File: config.mk
export PLATFORM = sky130hd
export DESIGN_NAME = rsa_modular_exponentiation
export DESIGN_NICKNAME = d
export VERILOG_FILES = /design/src/rtl/rme_pkg.sv /design/src/rtl/rme_modmul.sv /design/src/rtl/rsa_modular_exponentiation.sv
export SDC_FILE = /design/constraint.sdc
export NUM_CORES = 1
export LEC_CHECK = 0
export BUFFER_PORTS_ARGS = -buffer_cell sky130_fd_sc_hd__buf_2
export CAP_MARGIN = 20
export CORE_MARGIN = 2
export CORE_UTILIZATION = 62
export DETAILED_ROUTE_END_ITERATION = 8
export PLACE_DENSITY = 0.9
export SYNTH_ARGS = -nofsm -noshare
export SYNTH_HDL_FRONTEND = slang
export SYNTH_SLANG_ARGS = --single-unit
export TNS_END_PERCENT = 5
File: constraint.sdc
create_clock -name clk -period 7 [get_ports clk]
set_clock_uncertainty 0.15 [all_clocks]
set_input_delay 0.35 -clock clk [delete_from_list [all_inputs] [get_ports clk]]
set_output_delay 0.35 -clock clk [all_outputs]
set_load 0.03 [all_outputs]
File: src/rtl/rme_pkg.sv
// Shared definitions for the modular exponentiation block.
// Configuration register indexes and their type; no dependencies.
package rme_pkg;

    localparam int CFG_INDEX_WIDTH = 1;

    typedef logic [CFG_INDEX_WIDTH-1:0] cfg_index_t;

    localparam cfg_index_t REG_EXPONENT = 1'b0;
    localparam cfg_index_t REG_MODULUS  = 1'b1;

endpackage

File: src/rtl/rme_modmul.sv
// Bit-serial modular multiplier: one multiplier bit per cycle, MSB first.
// Computes a * b mod m for a < m, m >= 2; standalone, no package use.
module rme_modmul #(
    parameter int WORD_WIDTH = 32
) (
    input  logic                  clk,
    input  logic                  rst_n,
    input  logic                  start,
    input  logic [WORD_WIDTH-1:0] a,
    input  logic [WORD_WIDTH-1:0] b,
    input  logic [WORD_WIDTH-1:0] m,
    output logic                  done,
    output logic [WORD_WIDTH-1:0] product
);

    localparam int CNT_W = $clog2(WORD_WIDTH);

    logic [WORD_WIDTH-1:0] a_reg;
    logic [WORD_WIDTH-1:0] m_reg;
    logic [WORD_WIDTH-1:0] b_sh_reg;
    logic [WORD_WIDTH-1:0] acc_reg;
    logic [WORD_WIDTH-1:0] acc_next;
    logic [CNT_W-1:0]      cnt_reg;
    logic                  run_reg;
    logic                  done_reg;

    logic [WORD_WIDTH+1:0] sum;
    logic [WORD_WIDTH+2:0] diff1;
    logic [WORD_WIDTH+2:0] diff2;

    always_comb
    begin
        sum   = {1'b0, acc_reg, 1'b0}
              + {2'b00, a_reg & {WORD_WIDTH{b_sh_reg[WORD_WIDTH-1]}}};
        diff1 = {1'b0, sum} - {3'b000, m_reg};
        diff2 = {1'b0, sum} - {2'b00, m_reg, 1'b0};
        priority if (!diff2[WORD_WIDTH+2])
        begin
            acc_next = diff2[WORD_WIDTH-1:0];
        end
        else if (!diff1[WORD_WIDTH+2])
        begin
            acc_next = diff1[WORD_WIDTH-1:0];
        end
        else
        begin
            acc_next = sum[WORD_WIDTH-1:0];
        end
    end

    always_ff @(posedge clk or negedge rst_n)
    begin
        if (!rst_n)
        begin
            run_reg  <= 1'b0;
            done_reg <= 1'b0;
            cnt_reg  <= '0;
        end
        else
        begin
            done_reg <= 1'b0;
            if (start)
            begin
                run_reg <= 1'b1;
                cnt_reg <= CNT_W'(WORD_WIDTH - 1);
            end
            else if (run_reg)
            begin
                if (cnt_reg == '0)
                begin
                    run_reg  <= 1'b0;
                    done_reg <= 1'b1;
                end
                else
                begin
                    cnt_reg <= cnt_reg - 1'b1;
                end
            end
        end
    end

    always_ff @(posedge clk)
    begin
        if (start)
        begin
            a_reg    <= a;
            m_reg    <= m;
            b_sh_reg <= b;
            acc_reg  <= '0;
        end
        else if (run_reg)
        begin
            acc_reg  <= acc_next;
            b_sh_reg <= {b_sh_reg[WORD_WIDTH-2:0], 1'b0};
        end
    end

    assign done    = done_reg;
    assign product = acc_reg;

endmodule

File: src/rtl/rsa_modular_exponentiation.sv
// Top level of the modular exponentiation block: register file, sequencer, output register.
// Depends on rme_pkg and rme_modmul.
//
// Usage: write the exponent (index 0) and modulus (index 1) over the cfg channel
// while the block is idle; cfg_ready is always high. Each base_value transaction
// on the input channel returns one power_value = base^exponent mod modulus.
// A zero exponent returns 1; a modulus below 2 returns 0 otherwise.
// Every modular multiply runs through the bit-serial multiplier, one exponent
// bit per square step. A transaction reduces the base once, then runs a square
// step for every one of the WORD_WIDTH exponent bits, MSB first, and a multiply
// after each square on a set bit; special cases (zero exponent, modulus below 2)
// skip the multiplier.
// One transaction is processed at a time; in_ready is high only while the
// sequencer is idle.
// The result sits in an output register: the next transaction is accepted
// while it waits, and the block stalls at completion of that next one until
// the receiver takes the previous result.
// Reset: asynchronous, active low; exponent returns to 1, modulus to 2,
// no result pending.
module rsa_modular_exponentiation #(
    parameter int WORD_WIDTH = 32
) (
    input  logic                  clk,
    input  logic                  rst_n,
    input  logic                  in_valid,
    output logic                  in_ready,
    input  logic [WORD_WIDTH-1:0] base_value,
    output logic                  out_valid,
    input  logic                  out_ready,
    output logic [WORD_WIDTH-1:0] power_value,
    input  logic                  cfg_valid,
    output logic                  cfg_ready,
    input  rme_pkg::cfg_index_t   cfg_index,
    input  logic [WORD_WIDTH-1:0] cfg_data
);

    import rme_pkg::*;

    localparam int                    CNT_W    = $clog2(WORD_WIDTH);
    localparam logic [WORD_WIDTH-1:0] WORD_ONE = {{(WORD_WIDTH-1){1'b0}}, 1'b1};
    localparam logic [WORD_WIDTH-1:0] WORD_TWO = {{(WORD_WIDTH-2){1'b0}}, 2'b10};

    typedef enum logic [4:0] {
        S_IDLE   = 5'b00001,
        S_REDUCE = 5'b00010,
        S_SQUARE = 5'b00100,
        S_MULT   = 5'b01000,
        S_FLUSH  = 5'b10000
    } state_t;

    state_t                state_reg;
    state_t                state_next;
    logic [WORD_WIDTH-1:0] exponent_reg;
    logic [WORD_WIDTH-1:0] modulus_reg;
    logic [WORD_WIDTH-1:0] exp_sh_reg;
    logic [WORD_WIDTH-1:0] exp_sh_next;
    logic [CNT_W-1:0]      bit_cnt_reg;
    logic [CNT_W-1:0]      bit_cnt_next;
    logic [WORD_WIDTH-1:0] acc_reg;
    logic [WORD_WIDTH-1:0] acc_next;
    logic [WORD_WIDTH-1:0] base_reg;
    logic [WORD_WIDTH-1:0] base_next;
    logic                  start_reg;
    logic                  start_next;
    logic                  out_valid_reg;
    logic                  out_valid_next;
    logic [WORD_WIDTH-1:0] out_data_reg;
    logic [WORD_WIDTH-1:0] out_data_next;

    logic [WORD_WIDTH-1:0] mm_a;
    logic [WORD_WIDTH-1:0] mm_b;
    logic                  mm_done;
    logic [WORD_WIDTH-1:0] mm_product;
    logic                  in_fire;

    rme_modmul #(
        .WORD_WIDTH (WORD_WIDTH)
    ) u_modmul (
        .clk     (clk),
        .rst_n   (rst_n),
        .start   (start_reg),
        .a       (mm_a),
        .b       (mm_b),
        .m       (modulus_reg),
        .done    (mm_done),
        .product (mm_product)
    );

    assign cfg_ready   = 1'b1;
    assign in_ready    = (state_reg == S_IDLE);
    assign in_fire     = in_valid && in_ready;
    assign out_valid   = out_valid_reg;
    assign power_value = out_data_reg;

    always_ff @(posedge clk or negedge rst_n)
    begin
        if (!rst_n)
        begin
            exponent_reg <= WORD_ONE;
            modulus_reg  <= WORD_TWO;
        end
        else if (cfg_valid && cfg_ready)
        begin
            if (cfg_index == REG_EXPONENT)
            begin
                exponent_reg <= cfg_data;
            end
            else if (cfg_index == REG_MODULUS)
            begin
                modulus_reg <= cfg_data;
            end
        end
    end

    always_comb
    begin
        mm_a = acc_reg;
        mm_b = acc_reg;
        if (state_reg == S_REDUCE)
        begin
            mm_a = WORD_ONE;
            mm_b = base_reg;
        end
        else if (state_reg == S_MULT)
        begin
            mm_b = base_reg;
        end
    end

    always_comb
    begin
        state_next     = state_reg;
        exp_sh_next    = exp_sh_reg;
        bit_cnt_next   = bit_cnt_reg;
        acc_next       = acc_reg;
        base_next      = base_reg;
        start_next     = 1'b0;
        out_valid_next = out_valid_reg && !out_ready;
        out_data_next  = out_data_reg;

        unique case (state_reg)
            S_IDLE:
            begin
                if (in_fire)
                begin
                    base_next    = base_value;
                    exp_sh_next  = exponent_reg;
                    bit_cnt_next = CNT_W'(WORD_WIDTH - 1);
                    priority if (exponent_reg == '0)
                    begin
                        acc_next   = WORD_ONE;
                        state_next = S_FLUSH;
                    end
                    else if (modulus_reg[WORD_WIDTH-1:1] == '0)
                    begin
                        acc_next   = '0;
                        state_next = S_FLUSH;
                    end
                    else
                    begin
                        acc_next   = WORD_ONE;
                        start_next = 1'b1;
                        state_next = S_REDUCE;
                    end
                end
            end
            S_REDUCE:
            begin
                if (mm_done)
                begin
                    base_next  = mm_product;
                    start_next = 1'b1;
                    state_next = S_SQUARE;
                end
            end
            S_SQUARE, S_MULT:
            begin
                if (mm_done)
                begin
                    acc_next = mm_product;
                    if (state_reg == S_SQUARE && exp_sh_reg[WORD_WIDTH-1])
                    begin
                        start_next = 1'b1;
                        state_next = S_MULT;
                    end
                    else
                    begin
                        exp_sh_next = {exp_sh_reg[WORD_WIDTH-2:0], 1'b0};
                        if (bit_cnt_reg == '0)
                        begin
                            state_next = S_FLUSH;
                        end
                        else
                        begin
                            bit_cnt_next = bit_cnt_reg - 1'b1;
                            start_next   = 1'b1;
                            state_next   = S_SQUARE;
                        end
                    end
                end
            end
            S_FLUSH:
            begin
                if (!out_valid_reg || out_ready)
                begin
                    out_valid_next = 1'b1;
                    out_data_next  = acc_reg;
                    state_next     = S_IDLE;
                end
            end
            default:
            begin
                state_next = S_IDLE;
            end
        endcase
    end

    always_ff @(posedge clk or negedge rst_n)
    begin
        if (!rst_n)
        begin
            state_reg     <= S_IDLE;
            start_reg     <= 1'b0;
            out_valid_reg <= 1'b0;
            bit_cnt_reg   <= '0;
        end
        else
        begin
            state_reg     <= state_next;
            start_reg     <= start_next;
            out_valid_reg <= out_valid_next;
            bit_cnt_reg   <= bit_cnt_next;
        end
    end

    always_ff @(posedge clk)
    begin
        exp_sh_reg   <= exp_sh_next;
        acc_reg      <= acc_next;
        base_reg     <= base_next;
        out_data_reg <= out_data_next;
    end

    a_state_onehot: assert property (@(posedge clk) disable iff (!rst_n)
        $onehot(state_reg))
        else $error("sequencer state not one-hot");

    a_start_in_mul_state: assert property (@(posedge clk) disable iff (!rst_n)
        start_reg |-> (state_reg == S_REDUCE || state_reg == S_SQUARE
                       || state_reg == S_MULT))
        else $error("multiplier started outside a multiply state");

    a_done_in_mul_state: assert property (@(posedge clk) disable iff (!rst_n)
        mm_done |-> (state_reg == S_REDUCE || state_reg == S_SQUARE
                     || state_reg == S_MULT))
        else $error("multiplier finished outside a multiply state");

    a_result_from_flush: assert property (@(posedge clk) disable iff (!rst_n)
        (state_reg == S_FLUSH && (!out_valid_reg || out_ready)) |=>
            (out_valid_reg && state_reg == S_IDLE))
        else $error("finished result not moved to output register");

    a_no_accept_while_busy: assert property (@(posedge clk) disable iff (!rst_n)
        (state_reg != S_IDLE) |-> !in_ready)
        else $error("input accepted while a transaction is in progress");

endmodule

==> flow_metrics.py, run 1 <==
metrics = {
    "critical_path": {
        "cp.required_ps": 7230,
        "worstPathMaxFanout": 19,
        "critPathTopFamily": "compound AO/OA/AOI/OAI gates",
        "start_kind": "flop",
        "cp_num_buf_inv": 1,
        "cp_cell_sequence": "and2_1, ha_1, inv_1, fa_1, nor2b_1, o211ai_1, a21oi_1, a41oi_1, o21bai_1, a21oi_1, xnor2_1, ha_1, and3_1, a221o_1, o21ai_1, o22ai_1, o221ai_1, nand2_1, nor2_1, a21oi_1",
        "critical_path.most_common_cell": "a21oi_1",
        "cp_slowest_cell": "nor2_1",
        "cpPeakStageDelay_ps": 660,
        "critical_path.endpoint_type": "flop",
        "worstPathArrival_ps": 6590,
        "timing_worst_setup_path_type": "flop to flop",
    },
    "detailed_routing": {
        "wirelength_um": 48800,
        "drt-vias-per-instance": 6.29,
        "vias": 14900,
        "drt_iter0_drc": 1398,
        "ant_nets": 0,
        "post-route-drc-count": 0,
        "dr.pass1.iters": 6,
        "wl_per_cell_um": 20.6,
    },
    "floorplanning": {
        "die_y_um": 178,
        "io_pins": 105,
        "dieArea_mm2": 0.0318,
        "fp-row-count": 63,
        "dieWidth_um": 178,
        "start_util_pct": 63.2,
        "core-area_mm2": 0.0298,
    },
    "synth": {
        "synth_area_per_cell_um2": 10.5,
        "async_flop_share_pct": 24.5,
        "netlist_area_mm2": 0.0188,
        "syn_inst": 1796,
        "synth_ff_type": "edfxtp_1",
        "postSynthRegisterBits": 339,
        "ys_seq_area_share_pct": 50.2,
        "ys_types": 80,
        "synth_edf_count": 224,
        "synth_warnings": 0,
        "synth_nets": 1968,
    },
    "run_status": {
        "status": "completed",
    },
    "cells_and_area": {
        "final_common_cell": "nand2_1",
        "mostFrequentLayoutCells": "nand2_1, edfxtp_1, a21oi_1, nor2_1, buf_2",
        "syn_to_final_growth_pct": 14.7,
        "n_antenna_cell": 0,
        "drive_above_1_share_pct": 13.9,
        "nets": 2126,
    },
    "clock_network": {
        "path_clk_slew_ps": 60,
        "cts_tree": "yes",
        "root_buffer": "clkbuf_16",
        "h-tree-depth": 2,
        "cts_buffer_depth": 3,
        "clock_sinks": 339,
        "clk_latency_ps": 540,
        "numCtsBuffers": 35,
    },
    "timing": {
        "slew_viol_final": 0,
        "relSlewSlack_pct": 37.5,
        "layout_setup_ws_ps": 635,
        "fin_tns_setup_ps": 0,
        "setup_viol": 0,
        "rsz0062_at_grt": "no",
        "min_period_ps": 6370,
        "min_period_over_period_pct": 90.9,
        "hold_viol": 0,
        "worst_pin_slew_ps": 938,
        "timing.fmax_mhz": 157,
    },
    "grt": {
        "first_global_vias": 14700,
        "antenna_found_initial": 0,
        "gr-usage-all-layers_pct": 31.1,
        "grt_remaining_overflow": 0,
        "grt_max_degree": 84,
        "grt_pass1_wl_um": 77300,
    },
    "job": {
        "max_cap_violations": 0,
    },
    "placement": {
        "io_buffers": 103,
        "gp_congestion": 1.01,
        "dpl_worst_slack_ps": 780,
        "hpwl_um": 33600,
    },
    "min_path": {
        "hold_class": "primary input to asynchronous set/reset pin",
    },
}
-- what timing repair did --
item                                   in CTS  in global routing
resized for setup                           0                  0
hold buffers                               67                  0
setup endpoints to repair                   0                  0
endpoints found under the hold margin     178                  0
buffers inserted                            0                  0
-- per-stage QoR --
step / hold WS, ps / instance area (um2) / cells / utilization (%)
floorplan: -95.6 / 18800 / 1796 / -
global placement: 279 / 19700 / 2236 / 66.2
detailed placement: 307 / 19700 / 2236 / 66.2
CTS: 322 / 21500 / 2365 / 72.2
global route: 86.9 / 21600 / 2369 / 72.5
finish: 67.1 / 21600 / 2369 / 72.5
-- final cells by class --
| type | count | area (um2) |
|---|---|---|
| Fill cell | 2013 | 8190 |
| Tap cell | 390 | 488 |
| Clock buffer | 47 | 962 |
| Sequential cell | 339 | 9450 |
| Timing Repair Buffer | 192 | 1420 |
| Inverter | 68 | 258 |
| Multi-Input combinational cell | 1318 | 8880 |
| Clock inverter | 15 | 145 |
-- layer usage --
| metal | track usage, % | vias to the layer above | part of all wire [%] |
|---|---|---|---|
| met1 | 42.0 | 7134 | 41 |
| li1 | - | 6823 | - |
| met4 | 10.9 | 0 | 3.4 |
| met5 | 0 | - | 0 |
| met2 | 51.7 | 814 | 47 |
| met3 | 4.54 | 134 | 8.4 |
-- cells in the mapped netlist, types with 45 or more instances --
library cell  instances  area share [%]
inv_1                67             1.3
a21oi_1             125             3.3
mux2i_1              51             2.7
clkbuf_1             52             1.0
ha_1                 99             6.6
edfxtp_1            224              36
a21o_1               45             1.8
nor2_1              110             2.2
mux2_2               64             3.8
dfrtp_1              80              11
and2_1               97             3.2
xnor2_1              50             2.3
nand2_1             264             5.3
o21ai_0              60             1.6
-- cells by family (layout without fill, tap and decap cells) --
group | count (synthesis) | in the layout | share of synthesized area (%)
buffers and inverters | 139 | 322 | 2.94
XOR/XNOR | 85 | 85 | 3.95
other | 1 | 1 | 0.0199
AO/OA/AOI/OAI | 401 | 401 | 14.3
adder cells (fa/ha/maj) | 102 | 102 | 6.89
flip-flops | 339 | 339 | 50.2
multiplexers | 115 | 115 | 6.54
AND/OR/NAND/NOR | 614 | 614 | 15.2
-- path summary, 6_finish.rpt --
| check | start | slack, ps | depth (start not counted) | end |
|---|---|---|---|---|
| min | rst_n | 70 | 2 | state_reg[4] |
| max reg2reg | u_modmul.b_sh_reg[31] | 630 | 20 | u_modmul.product[26] |
| max | u_modmul.b_sh_reg[31] | 630 | 20 | u_modmul.product[26] |
| min in group clk | modulus_reg[4] | 320 | 0 | u_modmul.m_reg[4] |
| max in group asynchronous | rst_n | 5960 | 3 | modulus_reg[1] |
| min reg2reg | modulus_reg[4] | 320 | 0 | u_modmul.m_reg[4] |
Power of run 1 is left out: the tool's default activity adds up to more than one toggle a clock period on the data nets, which glitch-free logic cannot reach.
==> inputs of run 2 (changes only) <==
--- a/config.mk
+++ b/config.mk
@@ -8,9 +8,10 @@
 export BUFFER_PORTS_ARGS = -buffer_cell sky130_fd_sc_hd__buf_2
 export CAP_MARGIN = 20
 export CORE_MARGIN = 2
-export CORE_UTILIZATION = 62
+export CORE_UTILIZATION = 47
 export DETAILED_ROUTE_END_ITERATION = 8
-export PLACE_DENSITY = 0.9
+export PLACE_DENSITY = 0.73
+export SLEW_MARGIN = 10
 export SYNTH_ARGS = -nofsm -noshare
 export SYNTH_HDL_FRONTEND = slang
 export SYNTH_SLANG_ARGS = --single-unit
==> run 2 against run 1 <==
- global-route usage shrank 9.0 points
- non-clock buffer count decreased by 3
- sequential share of layout area decreased by 0.31 points
- worst setup slack improved by 90 ps
- critical path type unchanged
- critical endpoint is now u_modmul.product[8]
- largest cell class unchanged
- highest routed layer unchanged
==> flow_metrics.py, run 2 (synthesis gave the netlist of run 1 again) <==
metrics = {
    "detailed_routing": {
        "drt_iter0_drc": 917,
        "drt-vias-per-instance": 5.63,
        "vias": 14100,
        "post-route-drc-count": 0,
        "dr.pass1.iters": 7,
        "ant_nets": 0,
        "wl_per_cell_um": 18.3,
        "wirelength_um": 45800,
    },
    "cells_and_area": {
        "nets": 2125,
        "multi_input_area_mm2": 0.00889,
        "syn_to_final_growth_pct": 15.5,
        "n_antenna_cell": 0,
        "mostFrequentLayoutCells": "nand2_1, edfxtp_1, a21oi_1, nor2_1, buf_2",
        "final-seq-area_mm2": 0.00945,
        "drive_above_1_share_pct": 13.8,
        "fillCellCount": 3413,
        "final_common_cell": "nand2_1",
    },
    "critical_path": {
        "r2r_slack_ps": 720,
        "worstPathArrival_ps": 6500,
        "cp_num_buf_inv": 1,
        "worstRegToRegCells": 23,
        "reg2reg_to": "u_modmul.product[8]",
        "cp_slowest_cell": "edfxtp_1",
        "cpPeakStageDelay_ps": 570,
        "worstPathMaxFanout": 26,
        "timing_worst_setup_path_type": "flop to flop",
        "cp_cell_sequence": "and2_1, ha_1, inv_1, fa_1, nor2b_1, o211ai_1, a2111oi_4, o31ai_1, a221oi_1, a21o_1, a21oi_1, xnor2_1, ha_1, a21oi_1, o21bai_1, a21oi_1, o21ai_0, a21oi_1, or3_1, and3_2, nand2_4, o211ai_1, a311oi_1",
        "cp.required_ps": 7230,
        "r2r-start": "u_modmul.b_sh_reg[31]",
        "critPathTopFamily": "compound AO/OA/AOI/OAI gates",
        "start_kind": "flop",
        "critical_path.most_common_cell": "a21oi_1",
        "critical_path.endpoint_type": "flop",
    },
    "timing": {
        "rsz0062_at_grt": "no",
        "hold_viol": 0,
        "relSlewSlack_pct": 34.5,
        "slew_viol_final": 0,
        "timing.fmax_mhz": 159,
        "min_period_ps": 6280,
        "min_period_over_period_pct": 89.6,
        "fin_tns_setup_ps": 0,
        "worst_pin_slew_ps": 982,
        "setup_viol": 0,
    },
    "clock_network": {
        "cts_tree": "yes",
        "numCtsBuffers": 37,
        "clock_sinks": 339,
        "h-tree-depth": 2,
        "post_cts_buffers": 0,
        "cts_buffer_depth": 3,
        "clk_latency_ps": 530,
        "path_clk_slew_ps": 60,
        "root_buffer": "clkbuf_16",
    },
    "run_status": {
        "status": "completed",
    },
    "placement": {
        "hpwl_um": 33500,
        "io_buffers": 103,
        "gp_congestion": 0.911,
    },
    "grt": {
        "grt_max_degree": 77,
        "first_global_vias": 13800,
        "antenna_found_initial": 0,
        "grt_remaining_overflow": 0,
        "gr-usage-all-layers_pct": 22.2,
        "grt_pass1_wl_um": 73600,
    },
    "min_path": {
        "hold_class": "primary input to asynchronous set/reset pin",
    },
    "floorplanning": {
        "fp-row-count": 73,
        "die_y_um": 204,
        "start_util_pct": 47.5,
        "io_pins": 105,
        "dieWidth_um": 204,
        "core-area_mm2": 0.0396,
        "dieArea_mm2": 0.0417,
    },
    "job": {
        "max_cap_violations": 0,
    },
}
[run 2: what timing repair did]
item,in CTS,in global routing
endpoints found under the setup margin,0,1
resized for setup,0,1
endpoints found under the hold margin,107,0
hold buffers,67,0
[run 2: worst max-delay path by stage]
stage / from / end / slack (ps) / depth (start not counted)
5_1_grt: u_modmul.b_sh_reg[31] / u_modmul.product[12] / 170 / 23
3_3_place_gp: u_modmul.b_sh_reg[31] / u_modmul.product[2] / 900 / 23
3_5_place_dp: u_modmul.b_sh_reg[31] / u_modmul.product[8] / 710 / 23
2_1_floorplan: u_modmul.b_sh_reg[31] / u_modmul.product[19] / 1800 / 26
4_1_cts: u_modmul.b_sh_reg[31] / u_modmul.product[8] / 650 / 23
6_report: u_modmul.b_sh_reg[31] / u_modmul.product[8] / 720 / 23
[run 2: stage by stage]
stage / util, % / worst slack, ps / area [um2] / std cells / hold slack (ps)
2_1_floorplan: - / 1800 / 18800 / 1796 / -95.6
3_3_place_gp: 50.2 / 898 / 19900 / 2370 / 35.1
3_5_place_dp: 50.2 / 712 / 19900 / 2370 / 36.3
4_1_cts: 54.8 / 648 / 21700 / 2502 / 3.94
5_1_grt: 54.9 / 171 / 21800 / 2504 / 29.6
6_report: 54.9 / 725 / 21800 / 2504 / 28.3
[run 2: routing by layer]
metal  GRT usage [%]  vias up  part of all wire, %
met3            3.01       62                  5.7
li1                -     6835                    -
met2            34.5      442                   44
met1            32.4     6764                   48
met5               0        -                    0
met4            6.21        0                  2.3
[run 2: final cells by class]
| class | count | share of cell area, % |
|---|---|---|
| tap | 525 | 3.02 |
| clock inverter | 16 | 0.742 |
| inverter | 68 | 1.18 |
| sequential | 339 | 43.4 |
| multi-input combinational | 1318 | 40.8 |
| timing repair buffer | 189 | 6.23 |
| clock buffer | 49 | 4.56 |
Power of run 2 is left out for the same reason.
